**src/rtl/ddo_pkg.sv**
```systemverilog
`default_nettype none

package ddo_pkg;

  // CORDIC step count bounds and the index width that covers them
  localparam int CORDIC_STEPS_DEF = 16;
  localparam int CORDIC_STEPS_MAX = 24;
  localparam int ITER_W           = 5;

  // Stream payload widths
  localparam int IN_DATA_W  = 40;
  localparam int IN_USED_W  = 38;
  localparam int OUT_DATA_W = 48;

  // Sequencer steps, shared by the controller and the datapath
  typedef enum logic [3:0] {
    S_IDLE,
    S_PREP,
    S_CORDIC,
    S_ROUND,
    S_MUL_M,
    S_MUL_K,
    S_MUL_X,
    S_MUL_Y,
    S_ABS_X,
    S_MUL_QX,
    S_MUL_QY,
    S_SAT_X,
    S_WRITE
  } state_t;

  // Controller to datapath
  typedef struct packed {
    logic              load;   // latch the input transfer
    logic              write;  // commit the pose and load the output register
    state_t            step;   // current step of the sequence
    logic [ITER_W-1:0] iter;   // CORDIC micro-rotation index
  } cmd_t;

  // Datapath to controller
  typedef struct packed {
    logic clear_req;           // latched item asks for a pose clear
  } status_t;

endpackage

`default_nettype wire

```
**src/rtl/ddo_ctrl.sv**
```systemverilog
`default_nettype none

module ddo_ctrl #(
  parameter int CORDIC_STEPS = ddo_pkg::CORDIC_STEPS_DEF
) (
  input  wire              clk,
  input  wire              rst,
  input  wire              in_valid,
  output logic             in_ready,
  output logic             out_valid,
  input  wire              out_ready,
  input  wire ddo_pkg::status_t status,
  output ddo_pkg::cmd_t    cmd
);

  localparam int NSTEPS = (CORDIC_STEPS > ddo_pkg::CORDIC_STEPS_MAX) ?
                          ddo_pkg::CORDIC_STEPS_MAX : CORDIC_STEPS;
  localparam logic [ddo_pkg::ITER_W-1:0] LAST_ITER = ddo_pkg::ITER_W'(NSTEPS - 1);

  ddo_pkg::state_t             state;
  ddo_pkg::state_t             state_next;
  logic [ddo_pkg::ITER_W-1:0]  iter;
  logic [ddo_pkg::ITER_W-1:0]  iter_next;
  logic                        load;
  logic                        write;

  // State, iteration counter and output valid flag
  always_ff @(posedge clk) begin
    if (rst) begin
      state     <= ddo_pkg::S_IDLE;
      iter      <= '0;
      out_valid <= 1'b0;
    end else begin
      state <= state_next;
      iter  <= iter_next;
      if (write) begin
        out_valid <= 1'b1;
      end else if (out_ready) begin
        out_valid <= 1'b0;
      end
    end
  end

  // Next state and commands
  always_comb begin
    state_next = state;
    iter_next  = iter;
    load       = 1'b0;
    write      = 1'b0;
    in_ready   = 1'b0;
    case (state)
      ddo_pkg::S_IDLE: begin
        in_ready = 1'b1;
        if (in_valid) begin
          load       = 1'b1;
          state_next = ddo_pkg::S_PREP;
        end
      end
      ddo_pkg::S_PREP: begin
        iter_next = '0;
        if (status.clear_req) begin
          state_next = ddo_pkg::S_WRITE;
        end else begin
          state_next = ddo_pkg::S_CORDIC;
        end
      end
      ddo_pkg::S_CORDIC: begin
        iter_next = iter + 1'b1;
        if (iter == LAST_ITER) begin
          state_next = ddo_pkg::S_ROUND;
        end
      end
      ddo_pkg::S_ROUND:  state_next = ddo_pkg::S_MUL_M;
      ddo_pkg::S_MUL_M:  state_next = ddo_pkg::S_MUL_K;
      ddo_pkg::S_MUL_K:  state_next = ddo_pkg::S_MUL_X;
      ddo_pkg::S_MUL_X:  state_next = ddo_pkg::S_MUL_Y;
      ddo_pkg::S_MUL_Y:  state_next = ddo_pkg::S_ABS_X;
      ddo_pkg::S_ABS_X:  state_next = ddo_pkg::S_MUL_QX;
      ddo_pkg::S_MUL_QX: state_next = ddo_pkg::S_MUL_QY;
      ddo_pkg::S_MUL_QY: state_next = ddo_pkg::S_SAT_X;
      ddo_pkg::S_SAT_X:  state_next = ddo_pkg::S_WRITE;
      ddo_pkg::S_WRITE: begin
        // hold until the output register is free
        if (!out_valid || out_ready) begin
          write      = 1'b1;
          state_next = ddo_pkg::S_IDLE;
        end
      end
      default: state_next = ddo_pkg::S_IDLE;
    endcase
  end

  assign cmd.load  = load;
  assign cmd.write = write;
  assign cmd.step  = state;
  assign cmd.iter  = iter;

endmodule

`default_nettype wire

```
**src/rtl/ddo_datapath.sv**
```systemverilog
`default_nettype none

module ddo_datapath (
  input  wire                                clk,
  input  wire                                rst,
  input  wire ddo_pkg::cmd_t                 cmd,
  output ddo_pkg::status_t                   status,
  input  wire                                in_clear,
  input  wire  [ddo_pkg::IN_USED_W-1:0]      in_data,  // left_speed, right_speed, duration_ms
  output logic [ddo_pkg::OUT_DATA_W-1:0]     out_data  // pos_x, pos_y, heading
);

  localparam logic signed [31:0] CORDIC_X0 = 32'sd652032874;
  localparam logic signed [27:0] HEAD_K    = 28'sd3208521;
  // ceil(2^36 / 1000), exact quotient for dividends below 2^26
  localparam logic signed [27:0] RECIP     = 28'sd68719477;
  localparam int                 RECIP_SH  = 36;

  // CORDIC micro-rotation angles, 2^32 units per turn
  function automatic logic signed [31:0] atan_angle(input logic [ddo_pkg::ITER_W-1:0] i);
    logic signed [31:0] a;
    case (i)
      5'd0:  a = 32'sd536870912;
      5'd1:  a = 32'sd316933406;
      5'd2:  a = 32'sd167458907;
      5'd3:  a = 32'sd85004756;
      5'd4:  a = 32'sd42667331;
      5'd5:  a = 32'sd21354465;
      5'd6:  a = 32'sd10679838;
      5'd7:  a = 32'sd5340245;
      5'd8:  a = 32'sd2670163;
      5'd9:  a = 32'sd1335087;
      5'd10: a = 32'sd667544;
      5'd11: a = 32'sd333772;
      5'd12: a = 32'sd166886;
      5'd13: a = 32'sd83443;
      5'd14: a = 32'sd41722;
      5'd15: a = 32'sd20861;
      5'd16: a = 32'sd10430;
      5'd17: a = 32'sd5215;
      5'd18: a = 32'sd2608;
      5'd19: a = 32'sd1304;
      5'd20: a = 32'sd652;
      5'd21: a = 32'sd326;
      5'd22: a = 32'sd163;
      5'd23: a = 32'sd81;
      default: a = 32'sd0;
    endcase
    return a;
  endfunction

  // Round Q2.30 to Q1.15 (floor after half add) and saturate
  function automatic logic signed [15:0] to_q15(input logic signed [31:0] v);
    logic signed [32:0] t;
    logic signed [17:0] r;
    logic signed [15:0] q;
    t = {v[31], v} + 33'sd16384;
    r = t[32:15];
    if (r > 18'sd32767) begin
      q = 16'sd32767;
    end else if (r < -18'sd32767) begin
      q = -16'sd32767;
    end else begin
      q = r[15:0];
    end
    return q;
  endfunction

  // Apply sign to a quotient magnitude and saturate
  function automatic logic signed [15:0] sat_coord(input logic neg, input logic [16:0] mag);
    logic [14:0] m;
    m = (mag > 17'd32767) ? 15'h7FFF : mag[14:0];
    return neg ? -$signed({1'b0, m}) : $signed({1'b0, m});
  endfunction

  // Latched item
  logic                       clear_l;
  logic signed [11:0]         left_l;
  logic signed [11:0]         right_l;
  logic [13:0]                dur_l;

  // Pose state
  logic signed [15:0]         pose_x;
  logic signed [15:0]         pose_y;
  logic [23:0]                pose_h;

  // Working registers
  logic signed [12:0]         sum;
  logic [11:0]                absdiff;
  logic                       diff_neg;
  logic signed [31:0]         cx;
  logic signed [31:0]         cy;
  logic signed [31:0]         cz;
  logic [1:0]                 quad;
  logic signed [15:0]         sn;
  logic signed [15:0]         cs;
  logic signed [55:0]         prod;
  logic signed [26:0]         s_reg;
  logic [23:0]                k_reg;
  logic signed [42:0]         tx;
  logic signed [42:0]         ty;
  logic [25:0]                ax;
  logic [25:0]                ay;
  logic                       neg_x;
  logic                       neg_y;
  logic [16:0]                qx;
  logic signed [15:0]         new_x;
  logic signed [15:0]         new_y;

  // Combinational helpers
  logic signed [12:0]         diff;
  logic signed [27:0]         mul_a;
  logic signed [27:0]         mul_b;
  logic signed [55:0]         mul_p;
  logic signed [31:0]         xs;
  logic signed [31:0]         ys;
  logic signed [31:0]         at;
  logic signed [15:0]         c_q;
  logic signed [15:0]         s_q;
  logic [47:0]                k_round;
  logic signed [25:0]         x1000;
  logic signed [25:0]         y1000;
  logic signed [42:0]         x_base;
  logic signed [42:0]         y_base;
  logic signed [42:0]         t_abs;
  logic signed [42:0]         y_new_t;
  logic [23:0]                h_new;

  assign diff  = {right_l[11], right_l} - {left_l[11], left_l};
  assign xs    = cx >>> cmd.iter;
  assign ys    = cy >>> cmd.iter;
  assign at    = atan_angle(cmd.iter);
  assign c_q   = to_q15(cx);
  assign s_q   = to_q15(cy);

  assign k_round = prod[47:0] + 48'd32768;

  // old * 1000 by shift and subtract, then scaled by 2^16
  assign x1000  = (26'(pose_x) <<< 10) - (26'(pose_x) <<< 4) - (26'(pose_x) <<< 3);
  assign y1000  = (26'(pose_y) <<< 10) - (26'(pose_y) <<< 4) - (26'(pose_y) <<< 3);
  assign x_base = {{1{x1000[25]}}, x1000, 16'd0};
  assign y_base = {{1{y1000[25]}}, y1000, 16'd0};
  assign y_new_t = y_base + prod[42:0];

  assign h_new = diff_neg ? (pose_h - k_reg) : (pose_h + k_reg);

  assign status.clear_req = clear_l;

  // Shared multiplier operand select
  always_comb begin
    mul_a = '0;
    mul_b = '0;
    t_abs = '0;
    case (cmd.step)
      ddo_pkg::S_ROUND: begin
        mul_a = $signed({14'd0, dur_l});
        mul_b = 28'(sum);
      end
      ddo_pkg::S_MUL_M: begin
        mul_a = $signed({16'd0, absdiff});
        mul_b = $signed({14'd0, dur_l});
      end
      ddo_pkg::S_MUL_K: begin
        // |right - left| * duration comes straight from the previous pass
        mul_a = $signed({2'd0, prod[25:0]});
        mul_b = HEAD_K;
      end
      ddo_pkg::S_MUL_X: begin
        mul_a = 28'(s_reg);
        mul_b = 28'(sn);
      end
      ddo_pkg::S_MUL_Y: begin
        mul_a = 28'(s_reg);
        mul_b = 28'(cs);
      end
      ddo_pkg::S_ABS_X: begin
        t_abs = tx[42] ? -tx : tx;
      end
      ddo_pkg::S_MUL_QX: begin
        mul_a = $signed({2'd0, ax});
        mul_b = RECIP;
        t_abs = ty[42] ? -ty : ty;
      end
      ddo_pkg::S_MUL_QY: begin
        mul_a = $signed({2'd0, ay});
        mul_b = RECIP;
      end
      default: begin
        mul_a = '0;
        mul_b = '0;
      end
    endcase
  end

  assign mul_p = mul_a * mul_b;

  // Pose state
  always_ff @(posedge clk) begin
    if (rst) begin
      pose_x <= '0;
      pose_y <= '0;
      pose_h <= '0;
    end else if (cmd.write) begin
      if (clear_l) begin
        pose_x <= '0;
        pose_y <= '0;
        pose_h <= '0;
      end else begin
        pose_x <= new_x;
        pose_y <= new_y;
        pose_h <= h_new;
      end
    end
  end

  // Datapath registers, advanced by the current step
  always_ff @(posedge clk) begin
    prod <= mul_p;
    if (cmd.load) begin
      clear_l <= in_clear;
      left_l  <= $signed(in_data[11:0]);
      right_l <= $signed(in_data[23:12]);
      dur_l   <= in_data[37:24];
    end
    if (cmd.write) begin
      if (clear_l) begin
        out_data <= '0;
      end else begin
        out_data <= {h_new[23:8], new_y, new_x};
      end
    end
    case (cmd.step)
      ddo_pkg::S_PREP: begin
        sum      <= {left_l[11], left_l} + {right_l[11], right_l};
        absdiff  <= diff[12] ? 12'(-diff) : diff[11:0];
        diff_neg <= diff[12];
        cx       <= CORDIC_X0;
        cy       <= '0;
        cz       <= {{2{pose_h[21]}}, pose_h[21:0], 8'd0};
        quad     <= pose_h[23:22] + {1'b0, pose_h[21]};
      end
      ddo_pkg::S_CORDIC: begin
        if (!cz[31]) begin
          cx <= cx - ys;
          cy <= cy + xs;
          cz <= cz - at;
        end else begin
          cx <= cx + ys;
          cy <= cy - xs;
          cz <= cz + at;
        end
      end
      ddo_pkg::S_ROUND: begin
        case (quad)
          2'd0: begin sn <= s_q;  cs <= c_q;  end
          2'd1: begin sn <= c_q;  cs <= -s_q; end
          2'd2: begin sn <= -s_q; cs <= -c_q; end
          default: begin sn <= -c_q; cs <= s_q; end
        endcase
      end
      ddo_pkg::S_MUL_M: s_reg <= prod[26:0];
      ddo_pkg::S_MUL_X: k_reg <= k_round[39:16];
      ddo_pkg::S_MUL_Y: tx    <= x_base - prod[42:0];
      ddo_pkg::S_ABS_X: begin
        ty    <= y_new_t;
        ax    <= t_abs[41:16];
        neg_x <= tx[42];
      end
      ddo_pkg::S_MUL_QX: begin
        ay    <= t_abs[41:16];
        neg_y <= ty[42];
      end
      ddo_pkg::S_MUL_QY: qx <= prod[RECIP_SH+16:RECIP_SH];
      ddo_pkg::S_SAT_X: begin
        new_x <= sat_coord(neg_x, qx);
        new_y <= sat_coord(neg_y, prod[RECIP_SH+16:RECIP_SH]);
      end
      default: begin
      end
    endcase
  end

endmodule

`default_nettype wire

```
**src/rtl/differential_drive_odometry_unit.sv**
```systemverilog
`default_nettype none

// Differential-drive odometry: each input transfer carries two wheel speeds
// (mm/s), an interval (ms) and a clear flag, and returns one result transfer
// with the new pose (x, y in mm saturated at +-32767, heading with 65536 units
// per turn). The move uses the heading from before the item. A regular item
// runs the iterative CORDIC, one micro-rotation per cycle, followed by seven
// passes through one shared 28x28 multiplier, before its result is written;
// the next item is accepted only once that result is written. A clear item
// skips the CORDIC and multiplier steps. A finished result waits in the
// output register while the next item is accepted.
module differential_drive_odometry_unit #(
  parameter int CORDIC_STEPS = ddo_pkg::CORDIC_STEPS_DEF
) (
  input  wire                                clk,
  input  wire                                rst,
  input  wire                                s_axis_tvalid,
  output logic                               s_axis_tready,
  // left_speed[11:0], right_speed[23:12], duration_ms[37:24], zero pad
  input  wire  [ddo_pkg::IN_DATA_W-1:0]      s_axis_tdata,
  // clear_pose[0]
  input  wire                                s_axis_tuser,
  output logic                               m_axis_tvalid,
  input  wire                                m_axis_tready,
  // pos_x[15:0], pos_y[31:16], heading[47:32]
  output logic [ddo_pkg::OUT_DATA_W-1:0]     m_axis_tdata
);

  ddo_pkg::cmd_t    cmd;
  ddo_pkg::status_t status;

  ddo_ctrl #(
    .CORDIC_STEPS (CORDIC_STEPS)
  ) u_ctrl (
    .clk       (clk),
    .rst       (rst),
    .in_valid  (s_axis_tvalid),
    .in_ready  (s_axis_tready),
    .out_valid (m_axis_tvalid),
    .out_ready (m_axis_tready),
    .status    (status),
    .cmd       (cmd)
  );

  ddo_datapath u_datapath (
    .clk      (clk),
    .rst      (rst),
    .cmd      (cmd),
    .status   (status),
    .in_clear (s_axis_tuser),
    .in_data  (s_axis_tdata[ddo_pkg::IN_USED_W-1:0]),
    .out_data (m_axis_tdata)
  );

endmodule

`default_nettype wire

```
**config.mk**
```make
export PLATFORM = sky130hd
export DESIGN_NAME = differential_drive_odometry_unit
export DESIGN_NICKNAME = d
export VERILOG_FILES = /design/src/rtl/ddo_pkg.sv /design/src/rtl/ddo_ctrl.sv /design/src/rtl/ddo_datapath.sv /design/src/rtl/differential_drive_odometry_unit.sv
export SDC_FILE = /design/constraint.sdc
export NUM_CORES = 2
export LEC_CHECK = 0
export BUFFER_PORTS_ARGS = -buffer_cell sky130_fd_sc_hd__buf_2
export CAP_MARGIN = 20
export CORE_ASPECT_RATIO = 1.5
export CORE_MARGIN = 4
export CORE_UTILIZATION = 35
export DETAILED_ROUTE_END_ITERATION = 7
export PLACE_DENSITY = 0.56
export SLEW_MARGIN = 5
export SYNTH_ARGS = -nofsm -noshare
export SYNTH_HDL_FRONTEND = slang
export SYNTH_SLANG_ARGS = --single-unit
```
**constraint.sdc**
```tcl
create_clock -name clk -period 9.8 [get_ports clk]
set_clock_uncertainty 0.15 [all_clocks]
set_input_delay 0.98 -clock clk [delete_from_list [all_inputs] [get_ports clk]]
set_output_delay 0.98 -clock clk [all_outputs]
set_load 0.005 [all_outputs]
```
==> PnR_summary.wiki <==
{| class="wikitable"
! Metric !! Value
|-
| Clock transition at the register clock pins on the worst setup and hold paths after CTS || approximately 0.070 ns
|-
| Class of the tightest hold or removal check || reg -> reg
|-
| Cell area after placement || between 70,000 and 80,000 um^2
|-
| Post-synthesis share of cell area spent on full adders, half adders and majority gates || a little under 30%
|-
| Total via count after detailed routing || between 50,000 and 60,000
|-
| Global-route wire length before repair || approximately 350,000 um
|-
| Primary flip-flop cell chosen by synthesis mapping || sky130_fd_sc_hd__edfxtp_1
|-
| Critical path required time || between 10 and 15 ns
|-
| Max Buffers Root-to-Sink || 3
|-
| Average routed wire per standard cell || ~22 um
|-
| Average footprint of a synthesized cell || a little over 9 um^2
|-
| CTS Buf Count || 60
|-
| Number of register bits inferred by synthesis || 631
|-
| Warnings from Yosys || 0
|-
| Number of design-rule violations left by the first detailed-router iteration || 3,910
|-
| I/O pin count || 95
|-
| Worst relative slew slack || roughly 28%
|-
| Synth Area in XOR/XNOR || between 6 and 7%
|-
| Number of antenna violations at the first check in global routing || 7
|-
| Category of the most critical setup path || reg -> reg
|-
| Transition at the pin with the smallest max-transition slack || 1.08 ns
|-
| Maximum operating frequency || roughly 110 MHz
|-
| Master of the slowest instance on the critical path || sky130_fd_sc_hd__fa_1
|-
| Start point of the worst hold path || u_datapath.pose_x[15]$_SDFFE_PP0P_
|-
| Routed vias/inst || 5.43
|-
| Cell Rows || 201
|-
| Starting Density || between 30% and 40%
|-
| Run status || finished clean
|-
| Cell types with the highest counts after synthesis || 916 x sky130_fd_sc_hd__inv_1, 790 x sky130_fd_sc_hd__nand2_1, 766 x sky130_fd_sc_hd__fa_1
|-
| Gate count of the mapped netlist || 7,539
|-
| Global-route congestion overflow total || 0
|-
| Top cell family by delay on the critical path || adder cells
|-
| Maximum capacitance violations || 0
|-
| Max stage delay on crit path || around 0.56 ns
|-
| Count of unresolved DRC violations after routing || 0
|-
| Main combinational cell family by area after synthesis || adder cells
|-
| Compound-Gate Fraction of Synth Area || roughly an eighth
|-
| Biggest registers after layout || u_datapath.prod x53, u_datapath.out_data x48
|-
| Cell repeated most along the worst path || sky130_fd_sc_hd__fa_1
|-
| Core Footprint || between 200,000 and 250,000 um^2
|-
| Vias in the first global route || ~58,000
|-
| Share of post-route cells with drive strength above 1 || a little under a tenth
|-
| Total iterations of the first detailed-routing run || 5
|-
| Maximum ir drop on the vdd rail || 0.000412 V
|-
| Overall die height || around 560 um
|-
| Die Footprint || around 210,000 um^2
|-
| Clock latency reported for the late side of the worst-skew pair || 0.71 ns
|-
| Period utilisation layout || 97.0%
|-
| Total global-route track usage || 21.7%
|-
| End point of the worst hold path || u_datapath.pose_x[15]$_SDFFE_PP0P_
|-
| H-tree depth || 2
|-
| TritonCTS clock tree || yes
|-
| Die outline width || between 300 and 400 um
|-
| Reg2reg start || u_ctrl.state[3]$_SDFFE_PP0P_
|-
| Number of antenna-violating nets in the routed design || 0
|-
| Number of port buffers || 92
|-
| Mux contribution to synthesized area || under 10%
|-
| Power density over the cells || 272 nW/um^2
|-
| Async set-reset flop share out of synthesis || 0%
|-
| Share of synthesized cell area in and, or, nand and nor gates || roughly 15%
|-
| Pins over their slew limit || 0
|-
| Syn Nets || 8,803
|-
| Area Growth Syn to Fin || 9.60%
|-
| Setup slack on the worst flop-to-flop path || a little under 0.3 ns
|-
| Signal arrival time at the worst endpoint || around 10 ns
|-
| Top cells by area, synth || sky130_fd_sc_hd__fa_1 22%, sky130_fd_sc_hd__edfxtp_1 21%, sky130_fd_sc_hd__ha_1 8.0%, sky130_fd_sc_hd__inv_1 4.9%, sky130_fd_sc_hd__dfxtp_1 4.2%
|-
| Global placement routability congestion || between 1 and 1.5
|-
| R2r worst-path depth || 32
|-
| Detailed-route wire length || between 200,000 and 250,000 um
|-
| Total Nets Final || roughly 8,900
|-
| Sink Count || ~630
|-
| Count of flip-flops with a built-in enable after synthesis || 482
|-
| Netlist cell types || between 90 and 100
|-
| Worst R2R End || u_datapath.prod[50]$_DFF_P_
|-
| Hold Crit Depth || 2
|-
| Maximum number of pins on one net before global-route repair || a little over 80
|-
| Cell area after layout || just under 80,000 um^2
|-
| Startpoint type of the worst setup path || register
|-
| Post-synthesis instance area || ~70,000 um^2
|-
| Setup-violating endpoint count in the final report || 0
|-
| Leakage power figure || around 0.034 uW
|-
| Worst setup EP type || register
|-
| Hold Vio Cnt, Final || 0
|-
| Most repeated cell in the gate-level netlist after synthesis || sky130_fd_sc_hd__inv_1
|-
| HPWL after detailed placement || around 190,000 um
|-
| Total buffers and inverters traversed by the critical path || 8
|-
| Final critical-path required period || 9.51 ns
|-
| Post-synthesis sequential area ratio || 24.7%
|-
| Flip-flop count of the largest register after layout || 53
|-
| Register ranked first by flip-flop count || u_datapath.prod
|-
| CTS Root Cell || sky130_fd_sc_hd__clkbuf_16
|-
| Top cell type by total area after synthesis || sky130_fd_sc_hd__fa_1
|-
| Largest driver fanout on the critical path || 21
|-
| Share of the synthesized area in the top cell type || between 20% and 30%
|-
| Hold Slack || 0.311 ns
|}
==> placed cells by master, fill, tap and decap left out, drive strengths merged, types with 174 or more instances in the layout <==
cell type / Yosys / routed
xnor2: 319 / 319
inv: 918 / 921
nand2: 790 / 790
nor2: 703 / 704
xor2: 174 / 174
a21oi: 411 / 411
edfxtp: 482 / 482
fa: 766 / 766
o21ai: 309 / 309
buf: 54 / 337
ha: 453 / 453
==> tightest hold or removal path, cell delays in order, from the launching register on <==
cell	delay, ns
sky130_fd_sc_hd__dfxtp_1	0.31
sky130_fd_sc_hd__nand2_1	0.05
sky130_fd_sc_hd__a21oi_1	0.05
==> timing repair <==
action,CTS,global route
gates resized for setup,6,27
setup buffers,3,6
setup endpoints to repair,6,11
hold buffers,0,0
gates cloned,0,1
pin swaps,1,3
==> per-layer routing <==
| layer | global-route usage (%) | vias to the layer above | share of wire (%) |
|---|---|---|---|
| met5 | 0 | - | 0.018 |
| met1 | 23.8 | 27906 | 37 |
| met2 | 41.0 | 1569 | 52 |
| met4 | 12.1 | 6 | 6.8 |
| li1 | - | 25846 | - |
| met3 | 1.72 | 549 | 3.8 |
==> per-stage QoR <==
| stage | cells | total power [uW] | setup slack (ns) | TNS [ns] | utilization, % |
|---|---|---|---|---|---|
| 2_1_floorplan | 7539 | 14300 | 0.0331 | 0 | - |
| 3_3_place_gp | 10172 | 18100 | -0.486 | -2.43 | 37.4 |
| 3_5_place_dp | 10172 | 18300 | -0.287 | -1.20 | 37.4 |
| 4_1_cts | 10287 | 21000 | 0.128 | 0 | 38.5 |
| 5_1_grt | 10296 | 22600 | -0.00258 | -0.00258 | 38.6 |
| 6_report | 10296 | 21000 | 0.290 | 0 | 38.6 |
==> report_power, final <==
| group | internal [uW] | switching, uW | total (uW) |
|---|---|---|---|
| clock | 1450 | 1130 | 2580 |
| combinational | 5460 | 8250 | 13700 |
| sequential | 3900 | 821 | 4720 |
| total | 10800 | 10200 | 21000 |
==> logic make-up after synthesis <==
group | Yosys count
and+or+nand+nor | 2293
AOI/OAI and AO/OA | 1466
buffers and inverters | 1254
adders and majority gates | 1219
DFF | 631
xor gates and xnor gates | 493
muxes | 183
==> final cells by class <==
cell class,instances,area (um^2)
clock buffer,78,1700
inverter,921,3460
tap,2639,3300
sequential,631,17500
clock inverter,34,474
timing repair buffer,337,2400
antenna,1,2.50
multi-input combinational,5655,48500
fill,20170,123000
==> worst max path at each step <==
stage | cells past startpoint | slack [ns] | endpoint | startpoint
final | 32 | 0.29 | u_datapath.prod[50]$_DFF_P_ | u_ctrl.state[3]$_SDFFE_PP0P_
after global routing | 31 | -0.003 | u_datapath.prod[50]$_DFF_P_ | u_ctrl.state[0]$_SDFFE_PP0P_
after CTS | 31 | 0.13 | u_datapath.prod[50]$_DFF_P_ | u_ctrl.state[3]$_SDFFE_PP0P_
after detailed placement | 31 | -0.29 | u_datapath.prod[50]$_DFF_P_ | u_ctrl.state[3]$_SDFFE_PP0P_
after global placement | 31 | -0.49 | u_datapath.prod[50]$_DFF_P_ | u_ctrl.state[3]$_SDFFE_PP0P_
after floorplan | 32 | 0.03 | u_datapath.prod[50]$_DFF_P_ | u_ctrl.state[0]$_SDFFE_PP0P_
Power figures use the tool's default switching activity.
